File: config.mk
export PLATFORM = sky130hd
export DESIGN_NAME = sine_pwm_note_generator_core
export DESIGN_NICKNAME = d
export VERILOG_FILES = /design/src/spng_pkg.sv /design/src/spng_ctrl.sv /design/src/spng_datapath.sv /design/src/sine_pwm_note_generator_core.sv
export SDC_FILE = /design/constraint.sdc
export NUM_CORES = 1
export LEC_CHECK = 0
export ABC_CLOCK_PERIOD_IN_PS = 10730
export BUFFER_PORTS_ARGS = -buffer_cell sky130_fd_sc_hd__buf_4
export CORE_MARGIN = 2
export CORE_UTILIZATION = 45
export DETAILED_ROUTE_END_ITERATION = 6
export HOLD_SLACK_MARGIN = 0.05
export PLACE_DENSITY_LB_ADDON = 0.08
export REMOVE_ABC_BUFFERS = 1
export SLEW_MARGIN = 20
export SYNTH_ARGS = -nofsm -noshare
export SYNTH_HDL_FRONTEND = slang
export SYNTH_HIERARCHICAL = 1
export SYNTH_SLANG_ARGS = --single-unit
File: constraint.sdc
create_clock -name clock -period 10.73 [get_ports clock]
set_clock_uncertainty 0.1 [all_clocks]
set_input_delay 1.073 -clock clock [delete_from_list [all_inputs] [get_ports clock]]
set_output_delay 1.073 -clock clock [all_outputs]
set_load 0.05 [all_outputs]
File: src/spng_pkg.sv
// Types and constants of the sine PWM note generator.
`default_nettype none

package spng_pkg;

   // Request codes
   localparam logic [1:0] REQ_NOTE       = 2'd0;
   localparam logic [1:0] REQ_PERIOD_END = 2'd1;
   localparam logic [1:0] REQ_TICK       = 2'd2;

   localparam int NUMER_W    = 23;
   localparam int FREQ_W     = 16;
   localparam int REPEAT_W   = 8;
   localparam int PERIOD_W   = 16;
   localparam int SAMPLE_W   = 10;
   localparam int INDEX_W    = 5;
   localparam int TICK_W     = 9;
   localparam int DIVIDEND_W = 26;
   localparam int ROM_DEPTH  = 32;

   localparam int DIV_STEPS = DIVIDEND_W;
   localparam int DIV_CNT_W = 5;
   localparam logic [DIV_CNT_W-1:0] DIV_LAST = DIV_CNT_W'(DIV_STEPS - 1);

   localparam logic [NUMER_W-1:0]  NUMERATOR_RESET = 23'd5000000;
   localparam logic [PERIOD_W-1:0] DUTY_SCALE      = 16'd1000;
   localparam logic [PERIOD_W-1:0] PERIOD_MAX      = 16'hFFFF;

   // One full sine cycle, scaled to 1..999
   localparam logic [SAMPLE_W-1:0] SINE_ROM [ROM_DEPTH] = '{
      10'd500, 10'd598, 10'd691, 10'd778, 10'd854, 10'd916, 10'd962, 10'd990,
      10'd999, 10'd990, 10'd962, 10'd916, 10'd854, 10'd778, 10'd691, 10'd598,
      10'd500, 10'd402, 10'd309, 10'd222, 10'd146, 10'd84,  10'd38,  10'd10,
      10'd1,   10'd10,  10'd38,  10'd84,  10'd146, 10'd222, 10'd309, 10'd402
   };

   typedef struct packed {
      logic [1:0]          req_type;
      logic [FREQ_W-1:0]   note_frequency;
      logic [REPEAT_W-1:0] repeat_count;
   } req_payload_type;

   typedef struct packed {
      logic [PERIOD_W-1:0] pwm_period;
      logic [PERIOD_W-1:0] pwm_compare;
      logic                output_enabled;
      logic [INDEX_W-1:0]  sample_index;
   } rsp_payload_type;

   // Controller to datapath
   typedef struct packed {
      logic load;
      logic div_step;
      logic commit;
   } spng_cmd_type;

   // Datapath to controller
   typedef struct packed {
      logic playing;
   } spng_status_type;

endpackage

`default_nettype wire

File: src/spng_ctrl.sv
// Sequencing state machine of the sine PWM note generator.
`default_nettype none

module spng_ctrl
   import spng_pkg::*;
(
   input  wire logic            clock,
   input  wire logic            reset,
   input  wire logic            req_valid,
   output      logic            req_stall,
   input  wire logic [1:0]      req_code,
   output      logic            rsp_valid,
   input  wire logic            rsp_stall,
   output      spng_cmd_type    cmd,
   input  wire spng_status_type status
);

   typedef enum logic [1:0] {
      ST_IDLE,
      ST_DIV,
      ST_DONE
   } state_type;

   state_type              state_ff, state_in;
   logic [DIV_CNT_W-1:0]   cnt_ff, cnt_in;
   logic                   rsp_valid_ff, rsp_valid_in;

   always_comb begin
      state_in = state_ff;
      cnt_in   = cnt_ff;
      cmd      = '0;
      unique case (state_ff)
         ST_IDLE: begin
            if (req_valid) begin
               cmd.load = 1'b1;
               if (req_code == REQ_NOTE ||
                   (req_code == REQ_PERIOD_END && status.playing)) begin
                  state_in = ST_DIV;
               end else begin
                  state_in = ST_DONE;
               end
            end
         end
         ST_DIV: begin
            cmd.div_step = 1'b1;
            if (cnt_ff == DIV_LAST) begin
               cnt_in   = '0;
               state_in = ST_DONE;
            end else begin
               cnt_in = cnt_ff + 1'b1;
            end
         end
         ST_DONE: begin
            // commit only once the previous result has left
            if (!rsp_valid_ff || !rsp_stall) begin
               cmd.commit = 1'b1;
               state_in   = ST_IDLE;
            end
         end
         default: begin
            state_in = ST_IDLE;
         end
      endcase
      rsp_valid_in = cmd.commit || (rsp_valid_ff && rsp_stall);
   end

   always_ff @(posedge clock) begin
      if (reset) begin
         state_ff     <= ST_IDLE;
         cnt_ff       <= '0;
         rsp_valid_ff <= 1'b0;
      end else begin
         state_ff     <= state_in;
         cnt_ff       <= cnt_in;
         rsp_valid_ff <= rsp_valid_in;
      end
   end

   assign req_stall = (state_ff != ST_IDLE);
   assign rsp_valid = rsp_valid_ff;

endmodule

`default_nettype wire

File: src/spng_datapath.sv
// Datapath of the sine PWM note generator: playback state, multiplier, shared divider.
`default_nettype none

module spng_datapath
   import spng_pkg::*;
#(
   parameter int TABLE_DEPTH = 32
)
(
   input  wire logic            clock,
   input  wire logic            reset,
   input  wire req_payload_type req_payload,
   output      rsp_payload_type rsp_payload,
   input  wire logic            csr_write_enable,
   input  wire logic [NUMER_W-1:0] csr_write_data,
   input  wire spng_cmd_type    cmd,
   output      spng_status_type status
);

   localparam int PosW = (TABLE_DEPTH > 1) ? $clog2(TABLE_DEPTH) : 1;
   localparam logic [PosW-1:0] POS_LAST = PosW'(TABLE_DEPTH - 1);

   // Playback state
   logic [NUMER_W-1:0]  numer_ff, numer_in;
   logic [PERIOD_W-1:0] period_ff, period_in;
   logic [PERIOD_W-1:0] compare_ff, compare_in;
   logic [PosW-1:0]     pos_ff, pos_in;
   logic [REPEAT_W-1:0] limit_ff, limit_in;
   logic [TICK_W-1:0]   tick_ff, tick_in;
   logic                playing_ff, playing_in;

   // Held transaction and divider
   req_payload_type       item_ff;
   logic [DIVIDEND_W-1:0] quot_ff;
   logic [PERIOD_W-1:0]   rem_ff;
   logic [PERIOD_W-1:0]   divisor_ff;

   logic [SAMPLE_W-1:0]   pos_sample [TABLE_DEPTH];
   logic [SAMPLE_W-1:0]   sample;
   logic [DIVIDEND_W-1:0] product;
   logic [PERIOD_W:0]     trial;
   logic [PERIOD_W:0]     diff;
   logic                  fits;
   logic [PERIOD_W-1:0]   period_sat;

   // Position-to-sample table, resolved at elaboration
   for (genvar p = 0; p < TABLE_DEPTH; p++) begin : g_lut
      assign pos_sample[p] = SINE_ROM[(p * ROM_DEPTH) / TABLE_DEPTH];
   end

   assign sample  = pos_sample[pos_ff];
   assign product = DIVIDEND_W'(sample * period_ff);

   // Restoring divider, one quotient bit per step
   assign trial = {rem_ff, quot_ff[DIVIDEND_W-1]};
   assign diff  = trial - {1'b0, divisor_ff};
   assign fits  = (trial >= {1'b0, divisor_ff});

   assign period_sat = (|quot_ff[DIVIDEND_W-1:PERIOD_W]) ? PERIOD_MAX
                                                       : quot_ff[PERIOD_W-1:0];

   always_ff @(posedge clock) begin
      if (cmd.load) begin
         item_ff <= req_payload;
         rem_ff  <= '0;
         if (req_payload.req_type == REQ_NOTE) begin
            quot_ff    <= DIVIDEND_W'(numer_ff);
            divisor_ff <= req_payload.note_frequency;
         end else begin
            quot_ff    <= product;
            divisor_ff <= DUTY_SCALE;
         end
      end else if (cmd.div_step) begin
         rem_ff  <= fits ? diff[PERIOD_W-1:0] : trial[PERIOD_W-1:0];
         quot_ff <= {quot_ff[DIVIDEND_W-2:0], fits};
      end
   end

   always_comb begin
      numer_in   = csr_write_enable ? csr_write_data : numer_ff;
      period_in  = period_ff;
      compare_in = compare_ff;
      pos_in     = pos_ff;
      limit_in   = limit_ff;
      tick_in    = tick_ff;
      playing_in = playing_ff;
      if (cmd.commit) begin
         unique case (item_ff.req_type)
            REQ_NOTE: begin
               period_in  = period_sat;
               limit_in   = item_ff.repeat_count;
               playing_in = 1'b1;
            end
            REQ_PERIOD_END: begin
               if (playing_ff) begin
                  compare_in = quot_ff[PERIOD_W-1:0];
                  pos_in     = (pos_ff == POS_LAST) ? '0 : pos_ff + 1'b1;
               end
            end
            REQ_TICK: begin
               if (playing_ff) begin
                  // stop once the count has passed the repeat limit
                  if (tick_ff > {1'b0, limit_ff}) begin
                     playing_in = 1'b0;
                     tick_in    = '0;
                  end else begin
                     tick_in = tick_ff + 1'b1;
                  end
               end
            end
            default: begin
            end
         endcase
      end
   end

   always_ff @(posedge clock) begin
      if (reset) begin
         numer_ff   <= NUMERATOR_RESET;
         period_ff  <= '0;
         compare_ff <= '0;
         pos_ff     <= '0;
         limit_ff   <= '0;
         tick_ff    <= '0;
         playing_ff <= 1'b0;
      end else begin
         numer_ff   <= numer_in;
         period_ff  <= period_in;
         compare_ff <= compare_in;
         pos_ff     <= pos_in;
         limit_ff   <= limit_in;
         tick_ff    <= tick_in;
         playing_ff <= playing_in;
      end
   end

   assign rsp_payload.pwm_period     = period_ff;
   assign rsp_payload.pwm_compare    = compare_ff;
   assign rsp_payload.output_enabled = playing_ff;
   assign rsp_payload.sample_index   = INDEX_W'(pos_ff);

   assign status.playing = playing_ff;

endmodule

`default_nettype wire

File: src/sine_pwm_note_generator_core.sv
// Top level of the sine PWM note generator.
`default_nettype none

// Sine PWM note generator. Each request transaction is one event: a note
// request (new frequency word and repeat count), a PWM period end, or a
// duration tick; every transaction yields exactly one result transaction that
// reports the period, duty compare, play flag and next sine table position as
// they stand after the event. A note request sets the period to
// period_numerator / note_frequency, saturated to 65535 (also for a zero
// frequency). A period end while playing loads the compare with
// sine * period / 1000 and steps the table position. A duration tick while
// playing counts, and stops playback once the count has passed the repeat
// count. Note requests and period ends while playing pass from acceptance
// to result through a load step (the 10x16 sine multiply happens here),
// the shared restoring divider that produces one quotient bit per cycle,
// and a commit step that waits while an earlier result is still stalled.
// Other requests skip the divider. The block holds one transaction at a time;
// req_stall is high from acceptance until commit, and a new request is
// taken the cycle after commit even while the result is still stalled.
// The result lives in the playback registers themselves, which change only
// at commit, so a stalled result holds. The period numerator may be written
// on the csr port whenever no transaction is in flight.
module sine_pwm_note_generator_core
   import spng_pkg::*;
#(
   parameter int TABLE_DEPTH = 32
)
(
   input  wire logic               clock,
   input  wire logic               reset,
   // request channel
   input  wire logic               req_valid,
   output      logic               req_stall,
   input  wire req_payload_type    req_payload,
   // result channel
   output      logic               rsp_valid,
   input  wire logic               rsp_stall,
   output      rsp_payload_type    rsp_payload,
   // period numerator register
   input  wire logic               csr_write_enable,
   input  wire logic [NUMER_W-1:0] csr_write_data
);

   spng_cmd_type    cmd;
   spng_status_type status;

   // Sequencer: accept, run the divider, commit
   spng_ctrl u_ctrl (
      .clock     (clock),
      .reset     (reset),
      .req_valid (req_valid),
      .req_stall (req_stall),
      .req_code  (req_payload.req_type),
      .rsp_valid (rsp_valid),
      .rsp_stall (rsp_stall),
      .cmd       (cmd),
      .status    (status)
   );

   // Playback registers, multiplier and divider
   spng_datapath #(
      .TABLE_DEPTH (TABLE_DEPTH)
   ) u_datapath (
      .clock            (clock),
      .reset            (reset),
      .req_payload      (req_payload),
      .rsp_payload      (rsp_payload),
      .csr_write_enable (csr_write_enable),
      .csr_write_data   (csr_write_data),
      .cmd              (cmd),
      .status           (status)
   );

endmodule

`default_nettype wire

Yosys cells after proc, flatten, opt, wreduce, memory -nomap -nowiden
Memories as Yosys holds them, arrays and structs flattened.
Index checks and enable logic that the tools add are counted.
Widths: inputs -> output; s select.
{"block": "word_totals", "reg_bits": 154, "latchBits": 0, "ram_bits": 0, "mem_bits_ro": 320, "inputBits": 54, "output_inout_bits": 40, "word_cells": 77, "memories": 1}
{"block": "classes", "addsub": 4, "mul": 1, "div_mod_pow": 0, "order_cmp": 3, "n_eq_ne": 10, "shifts": 0, "muxes": 23, "bitwise_logic": 1, "reduce_logical": 19}
{"memory": "(name not given)", "words": 32, "width": 10, "read_ports": 1, "rd_ports_with_merged_regs": 0, "write_ports": 0, "line_no": "spng_datapath.sv:51", "source": "assign sample = pos_sample[pos_ff];"}
{"operator": "$mux 26", "n": 3}
{"operator": "$mux 16", "n": 2}
{"operator": "$mul 10x16->26", "n": 1}
{"operator": "$mux 10", "n": 2}
{"operator": "$ge 17x16->1", "n": 1}
{"operator": "$sub 16x16->16", "n": 1}
{"operator": "$add 5x1->5 const B", "n": 2}
{"operator": "$eq 5x5->1 const B", "n": 2}
{"operator": "$mux 5", "n": 2}
{"operator": "$reduce_or 10->1", "n": 1}
{"operator": "$add 9x1->9 const B", "n": 1}
{"operator": "$gt 9x8->1", "n": 1}
{"operator": "$mux 9", "n": 1}
{"operator": "$reduce_and 3->1", "n": 3}
{"operator": "$mux 2", "n": 4}
{"operator": "$mux 1", "n": 7}
{"operator": "$eq 2x1->1 const B", "n": 3}
{"operator": "$ge 6x6->1 const B", "n": 1}
{"operator": "$logic_not 2->1", "n": 3}
{"operator": "$not 5->6", "n": 1}
{"operator": "$pmux 2 s3", "n": 1}
{"operator": "$reduce_bool 2->1", "n": 3}
{"operator": "$eq 2x2->1 const B", "n": 2}
{"operator": "$ne 2x1->1 const B", "n": 2}
{"operator": "6 further kinds", "n": 11}

Logic depth before layout (Yosys ltp)
Gate-level depths: netlist of the first run.
{"block": "depth", "depth_word": 7, "depth_mapped": 29}

Modules after synthesis
The synthesis of the first run kept the hierarchy.
{"module": "spng_datapath", "instances": 1, "cells_each": 1395, "area_each_um2": 12370.6}
{"module": "spng_ctrl", "instances": 1, "cells_each": 50, "area_each_um2": 421.7}

Worst setup path after synthesis of the first run
OpenSTA, ideal clock, no wires.
{"block": "synth_path", "kind": "flip-flop to flip-flop", "start": "register u_datapath.pos_ff[0]", "end": "register u_datapath.quot_ff[21] (data pin)", "setup_time_ns": 0.270, "arrival_ns": 7.133, "slack_ns": 3.226, "stages_incl_launch_ff": 28, "n_path_buf": 2, "synth_period_minus_slack_ns": 7.504, "cell_sequence": "dfxtp_1 > clkbuf_1 > inv_1 > ha_1 > nand2b_1 > o21ai_0 > mux4_2 > clkbuf_1 > nand2_1 > fa_1 > inv_1 > fa_1 > inv_1 > fa_1 > inv_1 > fa_1 > inv_1 > fa_1 > inv_1 > ha_1 > a21o_1 > a211oi_1 > a211o_1 > a211o_1 > o311a_1 > or3_1 > a31oi_1 > a21oi_1"}
{"block": "synth_between", "elab_chain_len": 7}
{"element": "start: declaration", "line_no": "spng_datapath.sv:27", "source": "logic [PosW-1:0] pos_ff, pos_in;"}
{"element": "start signal: assignment", "line_no": "spng_datapath.sv:130", "source": "pos_ff <= pos_in;"}
{"element": "$not 5->6 (not written as such)", "line_no": "spng_datapath.sv:51"}
{"element": "$mem_v2 32x10"}
{"element": "$mux 10 (not written as such) (2 in a row)", "line_no": "spng_datapath.sv:51"}
{"element": "$mul 10x16->26", "line_no": "spng_datapath.sv:52", "source": "assign product = DIVIDEND_W'(sample * period_ff);"}
{"element": "$mux 26", "line_no": "spng_datapath.sv:66", "source": "if (req_payload.req_type == REQ_NOTE) begin"}
{"element": "$mux 26", "line_no": "spng_datapath.sv:63", "source": "if (cmd.load) begin"}
{"element": "end signal: assignment", "line_no": "spng_datapath.sv:67", "source": "quot_ff <= DIVIDEND_W'(numer_ff);"}
{"element": "end signal: assignment", "line_no": "spng_datapath.sv:70", "source": "quot_ff <= product;"}
{"element": "end signal: assignment", "line_no": "spng_datapath.sv:75", "source": "quot_ff <= {quot_ff[DIVIDEND_W-2:0], fits};"}
{"element": "end: declaration", "line_no": "spng_datapath.sv:34", "source": "logic [DIVIDEND_W-1:0] quot_ff;"}
Every way passes these cells. The select of a mux whose other input is x is not followed.
A chain may end at the register's enable or synchronous reset.

Worst setup path after layout of the first run
Ends and elaborated chain as after synthesis.

==> metrics.cfg, run 1 <==
[yosys]
synth_top_area_share_pct = 17.4
synth_most_common_cell = nand2_1
ys_async_sr_fraction_pct = 0
synth_cells = 1445
syn_area_per_cell_um2 = 8.85
yosys.area.top_type = fa_1
ys_seq_elements = 154
seq_area_frac_synth_pct = 28.2
synthTopCellsByCount = 185 x nand2_1, 149 x inv_1, 123 x nor2_1, 111 x fa_1, 102 x dfxtp_1
synth_edf_count = 52
yosys_warnings = 6
synthesis.area_mm2 = 0.0128
synth_ff_type = dfxtp_1
synthTopCellsByArea = fa_1 17%, dfxtp_1 16%, edfxtp_1 12%
ys_types = 66

[finish]
antenna_cells = 0
seq_area_mm2 = 0.00360
multi_input_area_mm2 = 0.00832
syn_to_final_growth_pct = 12.0
final_nets = 1750
stdcell_area_mm2 = 0.0143
drive_gt1_share_pct = 10.3
final.fill_count = 2679

[clocking]
clk_root_buffer_cell = clkbuf_16
cts_tree = yes
max-clock-path-buffers = 2
clkSinkCount = 154
clk_pin_slew_ps = 60
cts_hold_buf = 0
cts-buffers-inserted = 17
cts-resized-gates = 0
post_cts.repair.setup_buffers = 0
clkLatencyLatePin_ps = 430
h-tree-depth = 4

[power]
ir_drop_mv = 0.0984
power_uw = 1600
p_seq_share_pct = 42.6
p_sw_share_pct = 28.3
comb_power_share_pct = 19.9
clockPowerShare_pct = 37.5
power_leakage_uw = 0.00655
switching_power_uw = 453
intPower_uw = 1150
power_density_mw_per_mm2 = 112

[run_status]
status = complete, no violations

[grt]
grt_pass1_vias = 9863
grt_pass1_wl_mm = 51.0
grt_max_degree = 73
antenna_found_initial = 0
grtUsageTotal_pct = 20.9
overflow = 0

[critical_path]
crit_type = flop to flop
worstPathMaxFanout = 17
end_kind = flop
worstPathRequired_ps = 10780
arrival_ps = 7950
worstRegToRegCells = 24
worstSetupStartpointType = flop

[floorplanning]
die_w_um = 173
fp.dieH_um = 173
start_util_pct = 45.9
ios = 94
die_area_mm2 = 0.0298
rows = 61
core_area_mm2 = 0.0279

[sta]
maxSlewViolCount = 0
setup_slack_ps = 2830
fin_hold_ws_ps = 356
slew_headroom_pct = 33.9
setup_violations = 0
timing.final.crit_period_ps = 7900
worst_pin_slew_ps = 989
hold_violations = 0
fmaxAchievable_ghz = 0.127
period_share_pct = 73.6
setup_tns_ps = 0
rsz0062_at_grt = no

[route]
drc = 0
drtPass1Iterations = 5
ant_nets = 0
vias = 9904
avgViaCountPerCell = 5.28
finalWirelength_mm = 29.7
wl_per_cell_um = 15.8
drt-initial-drc-count = 699

[placement]
dp_hpwl_mm = 21.9
place_area_mm2 = 0.0137
place_ws_ps = 2890
gp_congestion = 0.828
io_buffer_count = 93

[min_path]
hold_path_class = flop to flop
hold_path_depth = 2

[flow_run]
drv_cap = 0

## worst max-delay path, stage by stage, from the launching register on
cell and delay, ps:
dfxtp_1 640, inv_1 190, ha_1 270, a21oi_2 650
a32o_1 700, nand2_1 150, fa_1 500, inv_1 50
fa_1 500, inv_1 50, fa_1 470, inv_1 50
fa_1 530, inv_1 50, fa_1 530, inv_1 40
ha_1 340, a21o_1 130, a211oi_1 40, a211o_1 310
a211o_1 330, o311a_1 400, or3_1 350, a31oi_1 160
a21oi_1 80
## state kept, by name, indices dropped and copies added, names as in the netlist
signal / count
u_ctrl/cnt_ff: 5
u_datapath/tick_ff: 9
u_datapath/status: 1
u_datapath/item_ff: 10
u_datapath/divisor_ff: 16
u_ctrl/state_ff: 2
u_datapath/period_ff: 16
u_datapath/pos_ff: 5
u_datapath/quot_ff: 26
u_ctrl/rsp_valid: 1
u_datapath/compare_ff: 16
u_datapath/limit_ff: 8
u_datapath/numer_ff: 23
u_datapath/rem_ff: 16
## cell usage in the layout (no fill, tap or decap), types with 6 or more instances in the layout
master / count
a211o_1: 11
a211oi_1: 17
a21o_1: 14
a21oi_1: 83
a31oi_1: 17
and2_1: 92
buf_4: 104
clkbuf_16: 19
dfxtp_1: 102
edfxtp_1: 52
fa_1: 111
ha_1: 100
inv_1: 149
mux2i_1: 36
nand2_1: 185
nand3_1: 16
nand4_1: 13
nor2_1: 122
nor2b_1: 22
nor3_1: 31
o21a_1: 6
o21ai_0: 38
or3_1: 18
xnor2_1: 20
xor2_1: 18
## layer usage
| metal | wire (µm) | up-vias | share of wire, % | track usage (%) |
|---|---|---|---|---|
| met3 | 1070 | 20 | 3.6 | 3.39 |
| li1 | - | 4880 | - | - |
| met5 | 0 | - | 0 | 0 |
| met1 | 14200 | 4819 | 48 | 28.8 |
| met4 | 280 | 0 | 0.94 | 4.24 |
| met2 | 14200 | 185 | 48 | 34.8 |
## worst paths after layout
check	slack (ps)	to	startpoint
max	2830	u_datapath/quot_ff[21]	u_datapath/pos_ff[0]
min reg2reg	360	u_datapath/compare_ff[13]	u_datapath/compare_ff[13]
min	360	u_datapath/compare_ff[13]	u_datapath/compare_ff[13]
max reg2reg	2830	u_datapath/quot_ff[21]	u_datapath/pos_ff[0]
## area by class of cell
cell class,count,share of cell area [%]
Multi-Input combinational cell,1059,58.1
Sequential cell,154,25.2
Timing Repair Buffer,104,5.45
Inverter,149,3.90
Clock buffer,26,3.71
Tap cell,378,3.30
Clock inverter,6,0.411
## logic make-up (layout without fill, tap and decap cells)
logic type | Yosys count | in the layout | synth area share [%]
AO/OA/AOI/OAI | 230 | 230 | 11.3
XOR/XNOR | 38 | 38 | 2.60
adder cells (fa/ha/maj) | 211 | 211 | 27.2
buffers and inverters | 232 | 285 | 7.02
flip-flops | 154 | 154 | 28.2
multiplexers | 42 | 42 | 3.52
AND/OR/NAND/NOR | 538 | 538 | 20.2
## metrics by stage
stage          instances  util, %
6_report            1876     51.4
5_1_grt             1876     51.4
4_1_cts             1876     51.4
3_5_place_dp        1844     49.3
3_3_place_gp        1844     49.3
2_1_floorplan       1362        -
## power by group through the flow
| stage | Combinational, µW | Clock, µW | Sequential (µW) |
|---|---|---|---|
| global placement | 317 | 0 | 693 |
| floorplan | 231 | 0 | 690 |
| global route | 366 | 639 | 687 |
| finish | 319 | 600 | 682 |
| CTS | 322 | 615 | 681 |
| detailed placement | 319 | 0 | 693 |
Power figures use the tool's default switching activity.
==> run 2, diff against run 1 <==
--- a/config.mk
+++ b/config.mk
@@ -5,7 +5,8 @@
 export SDC_FILE = /design/constraint.sdc
 export NUM_CORES = 1
 export LEC_CHECK = 0
-export ABC_CLOCK_PERIOD_IN_PS = 10730
+export ABC_AREA = 1
+export ABC_CLOCK_PERIOD_IN_PS = 6900
 export BUFFER_PORTS_ARGS = -buffer_cell sky130_fd_sc_hd__buf_4
 export CORE_MARGIN = 2
 export CORE_UTILIZATION = 45
==> constraint.sdc (replaced) <==
create_clock -name clock -period 6.9 [get_ports clock]
set_clock_uncertainty 0.1 [all_clocks]
set_input_delay 0.69 -clock clock [delete_from_list [all_inputs] [get_ports clock]]
set_output_delay 0.69 -clock clock [all_outputs]
set_load 0.05 [all_outputs]
==> metrics.cfg, run 2 <==
[yosys]
ys_seq_elements = 154
ys_async_sr_fraction_pct = 0
synth_ff_type = dfxtp_1
synthesis.area_mm2 = 0.0135
synth_edf_count = 52
ys_types = 47
yosys.area.top_type = fa_1
syn_area_per_cell_um2 = 7.36
synthTopCellsByArea = fa_1 17%, dfxtp_1 15%, nand2_1 13%
seq_area_frac_synth_pct = 26.8
synth_most_common_cell = nand2_1
synth_cells = 1829
synthTopCellsByCount = 459 x nand2_1, 317 x inv_1, 228 x nor2_1, 111 x fa_1, 102 x dfxtp_1
yosys_warnings = 6
synth_top_area_share_pct = 16.5

[min_path]
hold_path_depth = 1
hold_start = req_payload[6]
hold_path_class = input port to flop

[route]
avgViaCountPerCell = 5.02
drc = 0
ant_nets = 0
vias = 11600
wl_per_cell_um = 15.7
drt-initial-drc-count = 877
finalWirelength_mm = 36.3
drtPass1Iterations = 6

[power]
ir_drop_mv = 0.162
clockPowerShare_pct = 35.5
intPower_uw = 1710
comb_power_share_pct = 23.6
switching_power_uw = 871
power_uw = 2580
power_leakage_uw = 0.00795
p_sw_share_pct = 33.7
p_seq_share_pct = 40.9
power_density_mw_per_mm2 = 171

[finish]
largest_reg_flops = 26
final_cell_mix = 457 x nand2_1, 315 x inv_1, 226 x nor2_1
final_common_cell = nand2_1
final_nets = 2170
top_register = u_datapath/quot_ff
drive_gt1_share_pct = 10.4
antenna_cells = 0
syn_to_final_growth_pct = 12.4
seq_area_mm2 = 0.00361
final.fill_count = 3035
multi_input_area_mm2 = 0.00837
reg_top3 = u_datapath/quot_ff: 26 flops, u_datapath/numer_ff: 23 flops

[grt]
overflow = 0
grt_pass1_wl_mm = 60.4
antenna_found_initial = 0
grtUsageTotal_pct = 24.6
grt_max_degree = 69
grt_pass1_vias = 11500

[critical_path]
worstPathRequired_ps = 6980
end_kind = flop
cp_common_cell = nand2_1
cp_slowest_cell = fa_1
crit_type = flop to flop
worstPathMaxFanout = 13
critPathMaxStageDelay_ps = 530
arrival_ps = 6480
r2r-start = u_datapath/pos_ff[0]
critPathLaunch = u_datapath/pos_ff[0]
worstRegToRegCells = 31
worstSetupStartpointType = flop

[clocking]
clkLatencyLatePin_ps = 430
clk_root_buffer_cell = clkbuf_16
cts-buffers-inserted = 17
h-tree-depth = 4
clk_pin_slew_ps = 70
post_cts.repair.setup_buffers = 0
cts_tree = yes
max-clock-path-buffers = 2
clkSinkCount = 154

[floorplanning]
core_area_mm2 = 0.0296
rows = 63
ios = 94
die_w_um = 177
die_area_mm2 = 0.0313
start_util_pct = 45.5
fp.dieH_um = 177

[sta]
hold_violations = 0
fmaxAchievable_ghz = 0.156
setup_tns_ps = 0
worst_pin_slew_ps = 955
setup_violations = 0
maxSlewViolCount = 0
slew_headroom_pct = 36.2
period_share_pct = 92.7
timing.final.crit_period_ps = 6400
rsz0062_at_grt = no

[placement]
gp_congestion = 0.914
io_buffer_count = 93
dp_hpwl_mm = 28.4

[run_status]
status = complete, no violations

[flow_run]
drv_cap = 0

[run 2: changes by cell type in the layout (fill, tap and decap cells not counted), moves of 12 or more]
cell,delta
or3_1,-18
a21oi_1,-16
and2_1,-89
mux2i_1,-36
nor2_1,+104
o21ai_0,+52
nor2b_1,-22
nand2_1,+272
a211oi_1,-14
nand3b_1,+17
nand3_1,+70
a21o_1,-12
inv_1,+166
nor3_1,-23
[run 2: final cells by class]
type | count | area share, %
clock inverters | 15 | 0.894
flip-flops and latches | 154 | 23.9
clock buffers | 17 | 2.81
well taps | 390 | 3.23
inverters | 328 | 8.17
repair buffers | 114 | 5.66
multi-input cells | 1290 | 55.4
[run 2: layer usage]
layer	GRT usage [%]	wire length [µm]	share of wire, %	vias up
met3	4.66	2090	5.8	31
met5	0	0	0	-
li1	-	-	-	5822
met2	40.0	16700	46	288
met4	5.79	547	1.5	0
met1	34.0	17000	47	5438
[run 2: path summary, 6_finish.rpt]
| path | end | slack, ps |
|---|---|---|
| min | u_datapath/item_ff[6] | 330 |
| max | u_datapath/quot_ff[13] | 500 |
| max reg2reg | u_datapath/quot_ff[13] | 500 |
| min reg2reg | u_datapath/limit_ff[1] | 360 |
[run 2: power by group through the flow]
stage                     clock, µW  sequential, µW  combinational (µW)
final                           917            1060                 610
after floorplan                   0            1080                 410
after CTS                       943            1060                 620
after global routing            977            1060                 705
after detailed placement          0            1080                 616
after global placement            0            1080                 612
[run 2: kinds of logic after synthesis]
logic type      count (synthesis)  share of synthesized area [%]
compound gates                207                           8.54
xor+xnor                       20                           1.30
fa+ha+maj                     211                           25.8
buf+inv                       385                           11.1
flops                         154                           26.8
simple gates                  852                           26.5
[run 2: per-stage QoR]
stage	util [%]	cells	worst slack, ps	hold WS [ps]	area [µm²]
floorplan	-	1772	633	324	13200
global placement	49.2	2276	363	343	14500
detailed placement	49.2	2276	294	343	14500
CTS	51.1	2308	252	312	15100
global route	51.1	2308	42.2	306	15100
finish	51.1	2308	502	332	15100
[run 2: repair_timing]
action / in CTS / in global routing
gates resized for setup: 0 / 6
hold buffers: 0 / 0
setup endpoints to repair: 0 / 16
[run 2: critical path: cells and delay by family, from the launching register on]
kind,cells,cell delay [ps]
fa+ha+maj,7,3240
simple gates,13,1420
buf+inv,9,750
flops,1,420
compound gates,2,200
==> run 3, diff against run 2 <==
--- a/config.mk
+++ b/config.mk
@@ -5,7 +5,7 @@
 export SDC_FILE = /design/constraint.sdc
 export NUM_CORES = 1
 export LEC_CHECK = 0
-export ABC_AREA = 1
+export ABC_AREA = 0
 export ABC_CLOCK_PERIOD_IN_PS = 6900
 export BUFFER_PORTS_ARGS = -buffer_cell sky130_fd_sc_hd__buf_4
 export CORE_MARGIN = 2
==> metrics.cfg, run 3 (synthesis gave the netlist of run 1 again) <==
[min_path]
hold_path_class = input port to flop
hold_start = req_payload[0]

[critical_path]
worstPathRequired_ps = 6950
worstPathMaxFanout = 8
critPathLaunch = u_datapath/pos_ff[0]
arrival_ps = 6790
crit_type = flop to flop
worstSetupStartpointType = flop
end_kind = flop
r2r-start = u_datapath/pos_ff[0]

[placement]
gp_congestion = 0.835
dpl.cell_count = 1882
dp_hpwl_mm = 22.5
place_area_mm2 = 0.0140
io_buffer_count = 93

[route]
avgViaCountPerCell = 5.24
routed-wl-met2_mm = 14.6
vias = 10100
wl_per_cell_um = 15.9
routed.top_layer = met4
finalWirelength_mm = 30.5
drc = 0
met3WireLength_mm = 1.06
drtPass1Iterations = 5
ant_nets = 0
met1_length_mm = 14.6
drt-initial-drc-count = 563

[finish]
syn_to_final_growth_pct = 16.5
final_nets = 1798
utilization_pct = 53.5
antenna_cells = 0
final.fill_count = 2659
reg_top3 = u_datapath/quot_ff: 26 flops, u_datapath/numer_ff: 23 flops
final_cell_mix = 184 x nand2_1, 148 x buf_4, 142 x inv_1
stdcell_area_mm2 = 0.0149
top_register = u_datapath/quot_ff
drive_gt1_share_pct = 15.2
largest_reg_flops = 26
final_common_cell = nand2_1
fin_cells = 1924

[floorplanning]
die_w_um = 173
start_util_pct = 45.9
die_area_mm2 = 0.0298
ios = 94
fp.dieH_um = 173
rows = 61
core_area_mm2 = 0.0279

[clocking]
clk_pin_slew_ps = 60
cts_tree = yes
clk_root_buffer_cell = clkbuf_16
cts-buffers-inserted = 17
clkLatencyLatePin_ps = 430
clkSinkCount = 154
max-clock-path-buffers = 2
cts_hold_buf = 0
h-tree-depth = 4

[grt]
grt_max_degree = 60
grt_pass1_vias = 10100
antenna_found_initial = 0
grt_pass1_wl_mm = 51.7
grtUsageTotal_pct = 21.2
overflow = 0

[sta]
period_share_pct = 97.7
worst_pin_slew_ps = 949
fmaxAchievable_ghz = 0.148
setup_violations = 0
hold_violations = 0
rsz0062_at_grt = yes
setup_tns_ps = 0
slew_headroom_pct = 36.6
timing.final.crit_period_ps = 6740
maxSlewViolCount = 0

[run_status]
status = complete, no violations

[flow_run]
drv_cap = 0

[power]
power_leakage_uw = 0.00677
power_density_mw_per_mm2 = 172
ir_drop_mv = 0.163

run 3: cell count changes in the layout (fill, tap and decap cells not counted), sizes merged, moves of 21 or more:
cell   previous run  this run
nand3            88        16
nor2            240       123
mux2i             0        36
nand2           467       185
nor3             10        31
and2              3        92
o21ai            92        41
buf             114       152
nor2b             0        23
inv             332       151
run 3: what timing repair did:
| action | in CTS | in global routing |
|---|---|---|
| setup buffers | 1 | 9 |
| pin swaps | 3 | 29 |
| endpoints found under the setup margin | 3 | 12 |
| gates resized for setup | 4 | 44 |
| gates cloned | 0 | 0 |
run 3: path summary, 6_finish.rpt:
kind / endpoint / slack (ps) / cells past startpoint
setup / recovery: u_datapath/quot_ff[21] / 160 / 23
setup reg to reg: u_datapath/quot_ff[21] / 160 / 23
hold / removal: u_datapath/item_ff[0] / 340 / 1
hold reg to reg: u_datapath/compare_ff[2] / 360 / 2
run 3: critical path, cell delays in order (launching register included):
cell	delay, ps
dfxtp_2	350
inv_2	60
ha_4	270
nand2b_4	120
o21ai_2	60
mux4_2	600
and2_4	210
fa_2	520
inv_2	40
fa_2	530
inv_2	40
fa_1	450
fa_1	530
inv_2	40
fa_1	510
inv_2	50
ha_4	260
nand4_1	110
a211o_1	320
a211o_1	310
o311a_1	370
or3_1	380
a31oi_1	170
a21oi_1	80
run 3: final cells by class:
class / count / area (µm²) / area share, %
Timing Repair Buffer: 152 / 1160 / 7.76
Sequential cell: 154 / 3610 / 24.2
Clock buffer: 19 / 433 / 2.90
Tap cell: 378 / 473 / 3.17
Multi-Input combinational cell: 1059 / 8500 / 57.0
Clock inverter: 13 / 175 / 1.18
Inverter: 149 / 559 / 3.75
run 3: per-layer routing:
| layer | vias to the layer above | track usage, % |
|---|---|---|
| li1 | 4980 | - |
| met1 | 4910 | 29.5 |
| met2 | 170 | 34.8 |
| met3 | 16 | 3.54 |
| met4 | 0 | 4.20 |
| met5 | - | 0 |
run 3: power by group:
group	leakage, µW	switching, µW	internal [µW]
Clock	0.000294	380	603
Combinational	0.00515	299	227
Sequential	0.00133	47.6	1010
Total	0.00677	726	1840
run 3: through the flow:
stage          hold WS [ps]  worst slack (ps)  total power, µW
6_report                338               159             2570
2_1_floorplan           330             -1080             1430
3_5_place_dp            350             -74.5             1590
5_1_grt                 310              -142             2700
4_1_cts                 314              25.8             2580
3_3_place_gp            343             -21.5             1580
